**src/hdl/assert_macros.svh**
```systemverilog
// assertion macros used by the job queue rtl file of the scale note transformer
// no dependencies; ASSERT_OFF compiles the checks away
`ifndef ASSERT_MACROS_SVH
`define ASSERT_MACROS_SVH
`ifndef ASSERT_OFF
`define MSNT_ASSERT(label, clk, rst_n, prop) \
	label: assert property (@(posedge clk) disable iff (!rst_n) prop) \
		else $error("msnt assertion failed");
`define MSNT_NEVER(label, clk, rst_n, cond) \
	label: assert property (@(posedge clk) disable iff (!rst_n) !(cond)) \
		else $error("msnt forbidden condition");
`else
`define MSNT_ASSERT(label, clk, rst_n, prop)
`define MSNT_NEVER(label, clk, rst_n, cond)
`endif
`endif

```
**src/hdl/msnt_pkg.sv**
```systemverilog
// types, constants and helper functions of the scale note transformer
// used by every module of the block; no dependencies
`default_nettype none
package msnt_pkg;

	localparam int MaxIntervals   = 12;
	localparam int ArpMaxNotes    = 4;
	localparam int ArpStepSamples = 100;
	localparam int TableEntries   = 12;
	localparam int MaxResults     = (ArpMaxNotes > 3) ? ArpMaxNotes : 3;
	localparam int CntW           = $clog2(MaxResults + 1);
	localparam int IdxW           = (MaxResults > 1) ? $clog2(MaxResults) : 1;
	localparam int FifoDepth      = 8;
	localparam int FifoAw         = $clog2(FifoDepth);
	localparam int PaddrW         = 5;

	localparam logic [1:0] RegMode          = 2'd0;
	localparam logic [1:0] RegRootPitch     = 2'd1;
	localparam logic [1:0] RegIntervalCount = 2'd2;
	localparam logic [1:0] RegIntervalTable = 2'd3;

	localparam logic [3:0] NoteOnNibble = 4'h9;

	typedef enum logic [1:0] {
		ModePass,
		ModeConstrain,
		ModeHarmonize,
		ModeArpeggiate
	} mode_t;

	typedef struct packed {
		mode_t       mode;
		logic [3:0]  root_pitch;
		logic [3:0]  interval_count;
		logic [47:0] interval_table;
	} cfg_t;

	typedef struct packed {
		logic [7:0]  status_byte;
		logic [6:0]  data_one;
		logic [6:0]  data_two;
		logic [15:0] sample_pos;
	} in_t;

	typedef struct packed {
		logic [7:0]  out_status;
		logic [6:0]  out_data_one;
		logic [6:0]  out_data_two;
		logic [16:0] out_sample_pos;
		logic        last;
	} out_t;

	typedef struct packed {
		logic [7:0]                  status;
		logic [6:0]                  data_two;
		logic [15:0]                 sample_pos;
		logic                        arp;
		logic [CntW-1:0]             count;
		logic [MaxResults-1:0][6:0]  notes;
	} job_t;

	typedef struct packed {
		logic [3:0] gap;
		logic [3:0] deg;
	} node_t;

	// (root + interval) mod 12, sum stays below 36
	function automatic logic [3:0] deg_of(input logic [3:0] root, input logic [3:0] iv);
		logic [4:0] s;
		begin
			s = 5'(root) + 5'(iv);
			if (s >= 5'd24)
				s = s - 5'd24;
			else if (s >= 5'd12)
				s = s - 5'd12;
			return s[3:0];
		end
	endfunction

	// floor(n / 12) by reciprocal, exact for n below 192
	function automatic logic [3:0] div12(input logic [7:0] n);
		logic [15:0] p;
		begin
			p = 16'(n) * 16'd171;
			return p[14:11];
		end
	endfunction

	function automatic logic [7:0] times12(input logic [3:0] oct);
		return 8'({oct, 3'b000}) + 8'({oct, 2'b00});
	endfunction

	function automatic logic [6:0] sat7(input logic [7:0] n);
		return n[7] ? 7'h7f : n[6:0];
	endfunction

	// first one wins on equal distance
	function automatic node_t pick(input node_t a, input node_t b);
		return (b.gap < a.gap) ? b : a;
	endfunction

endpackage
`default_nettype wire

```
**src/hdl/msnt_front.sv**
```systemverilog
// front end: takes words, finds snapped notes over three stages, builds jobs
// depends on msnt_pkg
`default_nettype none
module msnt_front (
	input  wire logic           clk,
	input  wire logic           arst_n,
	input  wire logic           start,
	input  wire msnt_pkg::in_t  item,
	input  wire msnt_pkg::cfg_t cfg,
	input  wire logic           pop,
	output logic                busy,
	output logic                push,
	output msnt_pkg::job_t      push_job
);

	localparam int FifoAwP1 = msnt_pkg::FifoAw + 1;
	localparam int CntW = msnt_pkg::CntW;

	logic                 vld_s1, vld_s2, vld_s3;
	msnt_pkg::in_t        item_s1, item_s2, item_s3;
	logic                 note_on_s2, note_on_s3;
	logic [2:0][7:0]      cand_s2, cand_s3;
	logic [2:0][3:0]      oct_s2, oct_s3;
	logic [2:0][3:0]      pc_s2;
	msnt_pkg::node_t [2:0][2:0] grp_s3;
	logic [FifoAwP1-1:0]  occ_q;

	logic                 accept;
	logic                 note_on_w;
	logic [2:0][7:0]      cand_w;
	logic [2:0][3:0]      oct_w, pc_w;
	logic [3:0]           eff_cnt;
	logic [3:0]           lim;
	logic [msnt_pkg::TableEntries-1:0][3:0] deg;
	msnt_pkg::node_t [2:0][msnt_pkg::TableEntries-1:0] leaf;
	msnt_pkg::node_t [2:0][5:0] lvl1;
	msnt_pkg::node_t [2:0][2:0] lvl2;
	msnt_pkg::node_t      best;
	logic [2:0][6:0]      snapped;
	logic                 third_ok, fifth_ok;
	msnt_pkg::job_t       job;

	assign accept = start && !busy;
	assign busy   = (occ_q == FifoAwP1'(msnt_pkg::FifoDepth));

	// items in flight or queued, so the queue never overflows
	always_ff @(posedge clk or negedge arst_n) begin
		if (!arst_n) begin
			occ_q <= '0;
		end else begin
			case ({accept, pop})
				2'b10:   occ_q <= occ_q + 1'b1;
				2'b01:   occ_q <= occ_q - 1'b1;
				default: occ_q <= occ_q;
			endcase
		end
	end

	assign eff_cnt = (cfg.interval_count > 4'(msnt_pkg::MaxIntervals)) ?
		4'(msnt_pkg::MaxIntervals) : cfg.interval_count;
	assign lim = (eff_cnt < 4'(msnt_pkg::ArpMaxNotes)) ? eff_cnt : 4'(msnt_pkg::ArpMaxNotes);

	always_comb begin
		for (int i = 0; i < msnt_pkg::TableEntries; i++) begin
			deg[i] = msnt_pkg::deg_of(cfg.root_pitch, cfg.interval_table[4*i +: 4]);
		end
	end

	// stage 1: note, third and fifth candidates split into octave and pitch class
	always_comb begin
		note_on_w = (item_s1.status_byte[7:4] == msnt_pkg::NoteOnNibble) &&
			(item_s1.data_two != 7'd0);
		cand_w[0] = 8'(item_s1.data_one);
		cand_w[1] = 8'(item_s1.data_one) + 8'd4;
		cand_w[2] = 8'(item_s1.data_one) + 8'd7;
		for (int k = 0; k < 3; k++) begin
			oct_w[k] = msnt_pkg::div12(cand_w[k]);
			pc_w[k]  = 4'(cand_w[k] - msnt_pkg::times12(oct_w[k]));
		end
	end

	// stage 2: distances to every degree, tree reduced to three groups
	always_comb begin
		for (int k = 0; k < 3; k++) begin
			for (int i = 0; i < msnt_pkg::TableEntries; i++) begin
				leaf[k][i].deg = deg[i];
				if (4'(i) < eff_cnt)
					leaf[k][i].gap = (pc_s2[k] > deg[i]) ? pc_s2[k] - deg[i] : deg[i] - pc_s2[k];
				else
					leaf[k][i].gap = 4'd12;
			end
			for (int j = 0; j < 6; j++) begin
				lvl1[k][j] = msnt_pkg::pick(leaf[k][2*j], leaf[k][2*j+1]);
			end
			for (int j = 0; j < 3; j++) begin
				lvl2[k][j] = msnt_pkg::pick(lvl1[k][2*j], lvl1[k][2*j+1]);
			end
		end
	end

	// stage 3: final pick, saturation and job assembly
	always_comb begin
		best = '0;
		for (int k = 0; k < 3; k++) begin
			best = msnt_pkg::pick(msnt_pkg::pick(grp_s3[k][0], grp_s3[k][1]), grp_s3[k][2]);
			if (eff_cnt == 4'd0)
				snapped[k] = msnt_pkg::sat7(cand_s3[k]);
			else
				snapped[k] = msnt_pkg::sat7(msnt_pkg::times12(oct_s3[k]) + 8'(best.deg));
		end
		third_ok = snapped[1] != item_s3.data_one;
		fifth_ok = (snapped[2] != item_s3.data_one) && (snapped[2] != snapped[1]);

		job            = '0;
		job.status     = item_s3.status_byte;
		job.data_two   = item_s3.data_two;
		job.sample_pos = item_s3.sample_pos;
		job.count      = CntW'(1);
		for (int i = 0; i < msnt_pkg::MaxResults; i++) begin
			job.notes[i] = item_s3.data_one;
		end
		if (note_on_s3) begin
			case (cfg.mode)
				msnt_pkg::ModeConstrain: begin
					job.notes[0] = snapped[0];
				end
				msnt_pkg::ModeHarmonize: begin
					if (eff_cnt >= 4'd3) begin
						job.notes[1] = third_ok ? snapped[1] : snapped[2];
						job.notes[2] = snapped[2];
						job.count    = CntW'(1) + CntW'(third_ok) + CntW'(fifth_ok);
					end
				end
				msnt_pkg::ModeArpeggiate: begin
					if (eff_cnt != 4'd0) begin
						job.arp   = 1'b1;
						job.count = CntW'(lim);
						for (int i = 0; i < msnt_pkg::MaxResults; i++) begin
							job.notes[i] = msnt_pkg::sat7(msnt_pkg::times12(oct_s3[0]) +
								8'(deg[i]));
						end
					end
				end
				default: begin
				end
			endcase
		end
	end

	assign push     = vld_s3;
	assign push_job = job;

	always_ff @(posedge clk or negedge arst_n) begin
		if (!arst_n) begin
			vld_s1 <= 1'b0;
			vld_s2 <= 1'b0;
			vld_s3 <= 1'b0;
		end else begin
			vld_s1 <= accept;
			vld_s2 <= vld_s1;
			vld_s3 <= vld_s2;
		end
	end

	always_ff @(posedge clk) begin
		if (accept)
			item_s1 <= item;
		item_s2    <= item_s1;
		note_on_s2 <= note_on_w;
		cand_s2    <= cand_w;
		oct_s2     <= oct_w;
		pc_s2      <= pc_w;
		item_s3    <= item_s2;
		note_on_s3 <= note_on_s2;
		cand_s3    <= cand_s2;
		oct_s3     <= oct_s2;
		grp_s3     <= lvl2;
	end

endmodule
`default_nettype wire

```
**src/hdl/msnt_fifo.sv**
```systemverilog
// job queue between the front end and the emitter, register file with counters
// depends on msnt_pkg and assert_macros.svh
`default_nettype none
`include "assert_macros.svh"
module msnt_fifo (
	input  wire logic           clk,
	input  wire logic           arst_n,
	input  wire logic           push,
	input  wire msnt_pkg::job_t push_job,
	input  wire logic           pop,
	output logic                empty,
	output msnt_pkg::job_t      head
);

	localparam int Aw = msnt_pkg::FifoAw;

	msnt_pkg::job_t       mem_q [msnt_pkg::FifoDepth];
	logic [Aw-1:0]        wr_ptr_q, rd_ptr_q;
	logic [Aw:0]          cnt_q;

	assign empty = (cnt_q == '0);
	assign head  = mem_q[rd_ptr_q];

	always_ff @(posedge clk or negedge arst_n) begin
		if (!arst_n) begin
			wr_ptr_q <= '0;
			rd_ptr_q <= '0;
			cnt_q    <= '0;
		end else begin
			if (push)
				wr_ptr_q <= wr_ptr_q + 1'b1;
			if (pop)
				rd_ptr_q <= rd_ptr_q + 1'b1;
			case ({push, pop})
				2'b10:   cnt_q <= cnt_q + 1'b1;
				2'b01:   cnt_q <= cnt_q - 1'b1;
				default: cnt_q <= cnt_q;
			endcase
		end
	end

	always_ff @(posedge clk) begin
		if (push)
			mem_q[wr_ptr_q] <= push_job;
	end

	`MSNT_NEVER(a_no_overflow, clk, arst_n, push && !pop && (cnt_q == (Aw+1)'(msnt_pkg::FifoDepth)))
	`MSNT_NEVER(a_no_underflow, clk, arst_n, pop && empty)
	`MSNT_ASSERT(a_cnt_track, clk, arst_n, (push && !pop) |=> (cnt_q == $past(cnt_q) + 1'b1))

endmodule
`default_nettype wire

```
**src/hdl/msnt_back.sv**
```systemverilog
// emitter: walks the note slots of the head job, one registered result a cycle
// while the queue is not empty; depends on msnt_pkg
`default_nettype none
module msnt_back (
	input  wire logic           clk,
	input  wire logic           arst_n,
	input  wire logic           empty,
	input  wire msnt_pkg::job_t head,
	output logic                pop,
	output logic                strobe,
	output msnt_pkg::out_t      result
);

	localparam int IdxW = msnt_pkg::IdxW;
	localparam int CntW = msnt_pkg::CntW;

	logic [IdxW-1:0]  idx_q;
	logic [16:0]      pos_acc_q;
	logic             strobe_q;
	msnt_pkg::out_t   out_q;

	logic             active;
	logic             last_w;
	logic [16:0]      cur_pos;

	assign active  = !empty;
	assign cur_pos = (idx_q == '0) ? 17'(head.sample_pos) : pos_acc_q;
	assign last_w  = (CntW'(idx_q) + CntW'(1)) == head.count;
	assign pop     = active && last_w;

	always_ff @(posedge clk or negedge arst_n) begin
		if (!arst_n) begin
			idx_q    <= '0;
			strobe_q <= 1'b0;
		end else begin
			strobe_q <= active;
			if (active)
				idx_q <= last_w ? '0 : idx_q + 1'b1;
		end
	end

	always_ff @(posedge clk) begin
		if (active) begin
			out_q.out_status     <= head.status;
			out_q.out_data_one   <= head.notes[idx_q];
			out_q.out_data_two   <= head.data_two;
			out_q.out_sample_pos <= cur_pos;
			out_q.last           <= last_w;
			// arpeggio steps walk forward in sample time
			pos_acc_q <= head.arp ? cur_pos + 17'(msnt_pkg::ArpStepSamples) : cur_pos;
		end
	end

	assign strobe = strobe_q;
	assign result = out_q;

endmodule
`default_nettype wire

```
**src/hdl/midi_scale_note_transformer_top.sv**
```systemverilog
// midi scale note transformer: the first result strobe of a word follows the front stage
// registers, the job queue and the output register; later results of the same word follow on
// successive cycles. a word is taken every cycle while fewer than 8 words are in flight or
// queued; the single result port sets the sustained rate, 1 to 4 results per word. async
// reset clears the config registers (pass mode) and drops all pending work; results cannot
// be held off by the receiver. depends on msnt_pkg and the front, queue and emitter
`default_nettype none
module midi_scale_note_transformer_top (
	input  wire logic                        clk,
	input  wire logic                        arst_n,
	input  wire logic                        start,
	output logic                             busy,
	input  wire msnt_pkg::in_t               item,
	output logic                             strobe,
	output msnt_pkg::out_t                   result,
	input  wire logic                        psel,
	input  wire logic                        penable,
	input  wire logic                        pwrite,
	input  wire logic [msnt_pkg::PaddrW-1:0] paddr,
	input  wire logic [63:0]                 pwdata,
	output logic [63:0]                      prdata,
	output logic                             pready
);

	msnt_pkg::cfg_t cfg_q;
	logic           wr_en;
	logic [1:0]     reg_idx;

	logic           push, pop, empty;
	msnt_pkg::job_t push_job, head;

	assign pready  = 1'b1;
	assign reg_idx = paddr[4:3];
	assign wr_en   = psel && penable && pwrite && pready;

	always_ff @(posedge clk or negedge arst_n) begin
		if (!arst_n) begin
			cfg_q <= '0;
		end else if (wr_en) begin
			case (reg_idx)
				msnt_pkg::RegMode:          cfg_q.mode <= msnt_pkg::mode_t'(pwdata[1:0]);
				msnt_pkg::RegRootPitch:     cfg_q.root_pitch <= pwdata[3:0];
				msnt_pkg::RegIntervalCount: cfg_q.interval_count <= pwdata[3:0];
				msnt_pkg::RegIntervalTable: cfg_q.interval_table <= pwdata[47:0];
				default: begin
				end
			endcase
		end
	end

	always_comb begin
		case (reg_idx)
			msnt_pkg::RegMode:          prdata = 64'(cfg_q.mode);
			msnt_pkg::RegRootPitch:     prdata = 64'(cfg_q.root_pitch);
			msnt_pkg::RegIntervalCount: prdata = 64'(cfg_q.interval_count);
			msnt_pkg::RegIntervalTable: prdata = 64'(cfg_q.interval_table);
			default:                    prdata = '0;
		endcase
	end

	msnt_front u_front (
		.clk      (clk),
		.arst_n   (arst_n),
		.start    (start),
		.item     (item),
		.cfg      (cfg_q),
		.pop      (pop),
		.busy     (busy),
		.push     (push),
		.push_job (push_job)
	);

	msnt_fifo u_fifo (
		.clk      (clk),
		.arst_n   (arst_n),
		.push     (push),
		.push_job (push_job),
		.pop      (pop),
		.empty    (empty),
		.head     (head)
	);

	msnt_back u_back (
		.clk    (clk),
		.arst_n (arst_n),
		.empty  (empty),
		.head   (head),
		.pop    (pop),
		.strobe (strobe),
		.result (result)
	);

endmodule
`default_nettype wire
```
**config.mk**
```make
export PLATFORM = sky130hd
export DESIGN_NAME = midi_scale_note_transformer_top
export DESIGN_NICKNAME = d
export VERILOG_FILES = /design/src/hdl/msnt_pkg.sv /design/src/hdl/msnt_front.sv /design/src/hdl/msnt_fifo.sv /design/src/hdl/msnt_back.sv /design/src/hdl/midi_scale_note_transformer_top.sv
export VERILOG_INCLUDE_DIRS = /design/src /design/src/hdl
export SDC_FILE = /design/constraint.sdc
export NUM_CORES = 2
export LEC_CHECK = 0
export BUFFER_PORTS_ARGS = -buffer_cell sky130_fd_sc_hd__buf_2
export CORE_UTILIZATION = 55
export CTS_CLUSTER_DIAMETER = 80
export DETAILED_ROUTE_END_ITERATION = 10
export PLACE_DENSITY = 0.72
export SLEW_MARGIN = 20
export SYNTH_ARGS = -nofsm -noshare
export SYNTH_HDL_FRONTEND = slang
export SYNTH_SLANG_ARGS = --single-unit
export TNS_END_PERCENT = 30
```
**constraint.sdc**
```tcl
create_clock -name clk -period 8.5 [get_ports clk]
set_input_delay 2.55 -clock clk [delete_from_list [all_inputs] [get_ports clk]]
set_output_delay 2.55 -clock clk [all_outputs]
set_load 0.05 [all_outputs]
```
==> results.txt <==
- Result of the run: finished, violations left
- Failing checks: DRC
- R2r startpoint: u_front.grp_s3[30]
- Number of pins with negative max-slew slack in the final report: 0
- Synthesis-stage register bit count: 886
- Post-detail-place hpwl: 87,700 um
- Core footprint: 93,200 sq um
* Number of instances in the synthesized netlist: 4,230
- The die is 309 um tall.
- Ranked by instance count, the synthesized netlist is headed by edfxtp_1 (597), ha_1 (561), inv_1 (377), a21oi_1 (270), nand2_1 (256).
- Share of final-layout standard cells stronger than drive strength 1: 0.156
* Depth of the CTS H-tree: 3
- Of the synthesized area, sequential elements account for 0.466.
* Hold buffer count at CTS: 0
- For this run, the total global-route usage over all layers was measured as 0.266.
* Hold crit path type: flop to flop
- STA classifies the critical path endpoint as a flop.
- The first global-routing pass estimated 193,000 um of wire.
* Netlist Area Pre-Place: 51,700 sq um
* Drt pass-1 iters: 9
* Endpoint of the worst hold path: u_front.cand_s3[18]
- CTS buffer count: 91
- Final worst path period need: 7750 ps
* Final weighted congestion in routability-driven placement: 0.935
* Top-Level Pins: 220
- After detailed routing, the number of remaining DRC violations is 1.
- The floorplan step defined a die boundary enclosing 95,300 sq um.
* Top-count cell post-synth: edfxtp_1
* Via count: 33,800
* Arrival time at the worst endpoint: 8120 ps
* Setup Skew: 35.7 ps
- Yosys mapped a number of flops with a built-in enable equal to 597.
- Wirelength per Cell: 21.7 um
* Clock Sink Count: 886
- Static timing analysis puts the maximum clock frequency at 129 MHz.
- After the last flow step, the layout net total stands at 5,263.
- The number of cells on the worst reg-to-reg path is 27.
- The share of synthesized area in the top cell type comes to 0.346.
- Most used DFF post-synth: edfxtp_1
- Hold path startpoint: u_front.cand_s2[18]
* Pin count of the biggest net entering global routing: 66
- The tool flagged a number of max-cap violations equal to 0.
- The worst register-to-register path has a setup slack of 750 ps.
* Layout overhead on the synthesized area: 11.3%
* Vias per inst: 5.81
- The routed design has 126,000 um of wire.
* Clock tree root buffer cell: clkbuf_16
- Clock tree from TritonCTS: built
- Count of final hold-check violations: 0
- Number of routed nets with antenna violations: 0
- Antenna cells: 0
- The first routing iteration left 2,612 violations.
- Clock transition at the registers of the reported paths: 60 ps
- For this run, the number of Yosys warnings is 0.
- The critical path in this run is classified as flop to flop.
- The die is 309 um wide.
- For the final routed database, the setup TNS stands at 0 ps.
- Port buffering added 183 buffers.
- Setup violations remaining at the end of the flow were counted as 0.
- Average cell area after synthesis: 12.2 sq um
- Total congestion overflow after global routing: 0
* Number of global-route vias before repair: 34,000
- By area the synthesized netlist is led by edfxtp_1 (35%), ha_1 (14%), dfxtp_1 (8.2%), mux4_2 (6.2%), fa_1 (4.0%).
* Post-route clock period utilization: 0.912
* Setup repair after global routing missed its margin: false
* Fraction of synthesis flops using an asynchronous set or reset pin: 0.0880
- Startpoint type of the worst setup path: flop
- The initial utilization of the core area, before any placement, comes to 0.555.
- Counting along the longest clock path gives a buffer depth of 3.
* Insertion delay of the later-clocked pin in the worst-skew pair: 680 ps
- Cells on Worst Hold Path: 0
- Counting distinct cell types in the post-synthesis netlist gives 92.
- At the pin with the least slew margin, the transition time is 1120 ps.
- Site row count: 112
- Of all nets on the critical path, the largest fanout is 8.
- Largest area contributor in the synthesized netlist: edfxtp_1
- The worst register-to-register path ends at u_fifo.mem_q[7][28].
- Worst rel slew slack: 0.251
- Antenna violations before repair: 0
* Data required time at the worst endpoint: 8880 ps
==> sequential cells by signal, indices dropped and copies added (netlist names), 12 cells and up <==
signal            cells
u_fifo.mem_q        504
u_front.grp_s3       72
cfg_q                58
u_back.result        40
u_front.item_s1      31
u_front.item_s2      31
u_front.push_job     31
u_front.cand_s2      21
u_front.cand_s3      21
u_back.pos_acc_q     15
u_front.oct_s2       12
u_front.oct_s3       12
==> metal layers <==
layer / vias to the layer above / part of all wire / global-route usage
li1: 15900 / - / -
met1: 16600 / 0.43 / 0.356
met2: 1058 / 0.48 / 0.451
met3: 236 / 0.055 / 0.0334
met4: 0 / 0.031 / 0.0831
met5: - / 0 / 0
==> how the worst max path moves through the flow <==
| stage | from | endpoint | slack, ps | cells after the start |
|---|---|---|---|---|
| final | u_front.grp_s3[30] | u_fifo.mem_q[7][28] | 750 | 27 |
| after global routing | cfg_q[54] | u_front.grp_s3[35] | 260 | 32 |
| after CTS | u_front.grp_s3[30] | u_fifo.mem_q[1][13] | 590 | 25 |
| after detailed placement | u_front.grp_s3[30] | u_fifo.mem_q[4][13] | 620 | 25 |
| after global placement | u_front.grp_s3[31] | u_fifo.mem_q[4][13] | 880 | 25 |
| after floorplan | cfg_q[53] | u_front.grp_s3[12] | 1280 | 29 |
==> final cells by class <==
class / count / area (sq um)
fill: 7211 / 35600
timing repair buffer: 277 / 1640
inverter: 380 / 1430
multi-input combinational: 2850 / 25700
clock inverter: 47 / 551
sequential: 886 / 24100
clock buffer: 123 / 2560
tap: 1254 / 1570
==> what timing repair did <==
action | CTS | global route
buffers inserted | 0 | 0
endpoints found under the setup margin | 0 | 9
resized for setup | 0 | 2
==> cell usage in the layout (no fill, tap or decap), types with 11 or more instances in the layout <==
cell	n
edfxtp_1	597
ha_1	561
inv_1	376
a21oi_1	270
nand2_1	256
dfxtp_1	209
mux2i_1	201
nor2_1	198
buf_2	182
xnor2_1	144
mux4_2	142
o21ai_0	135
fa_1	103
a21o_1	100
clkbuf_16	94
buf_4	94
mux2_2	88
dfrtp_1	74
xor2_1	62
nor2b_1	60
nor3_1	57
nand3_1	42
and3_1	42
nand2b_1	36
a41oi_1	36
o21a_1	31
a221oi_1	29
clkbuf_1	18
or2_2	17
conb_1	17
a31oi_1	15
and2_1	15
o31ai_1	12
nand4_1	11
o22ai_1	11
a32oi_1	11
==> worst max-delay path, stage by stage (launching register included) <==
cell and delay, ps:
dfxtp_1 340, inv_1 50, ha_1 270, o21ai_0 100
nor2b_1 170, nor2_2 280, mux2i_1 320, ha_1 290
a2111oi_1 500, nand2_1 110, a21oi_1 140, a311o_1 430
o21ai_0 380, fa_1 590, ha_1 180, inv_1 60
fa_1 400, nand2b_1 170, a21oi_1 500, nor2_1 230
a21oi_1 400, xor2_1 320, nor3_1 100, a21oi_1 210
a22oi_1 140, ha_1 300, a21oi_1 60, a311o_1 460
==> cell families after synthesis <==
family | after synthesis | share of synthesized area
AO/OA/AOI/OAI | 748 | 0.0927
XOR/XNOR | 206 | 0.0349
adder cells (fa/ha/maj) | 664 | 0.176
buffers and inverters | 509 | 0.0394
flip-flops | 886 | 0.466
multiplexers | 433 | 0.120
other | 2 | 0.000145
AND/OR/NAND/NOR | 782 | 0.0711
==> per-stage QoR <==
stage / worst slack, ps / instance area, sq um / hold slack [ps] / cells / utilization
after global routing: 263 / 57600 / 316 / 5817 / 0.618
after detailed placement: 625 / 54400 / 312 / 5646 / 0.584
after CTS: 591 / 57600 / 298 / 5816 / 0.618
after floorplan: 1280 / 51800 / 310 / 4245 / -
final: 752 / 57600 / 301 / 5817 / 0.618
after global placement: 877 / 54400 / 310 / 5646 / 0.584
Power is not shown: default switching activity piles up to over one toggle a cycle in this logic, so the estimate is an artifact.
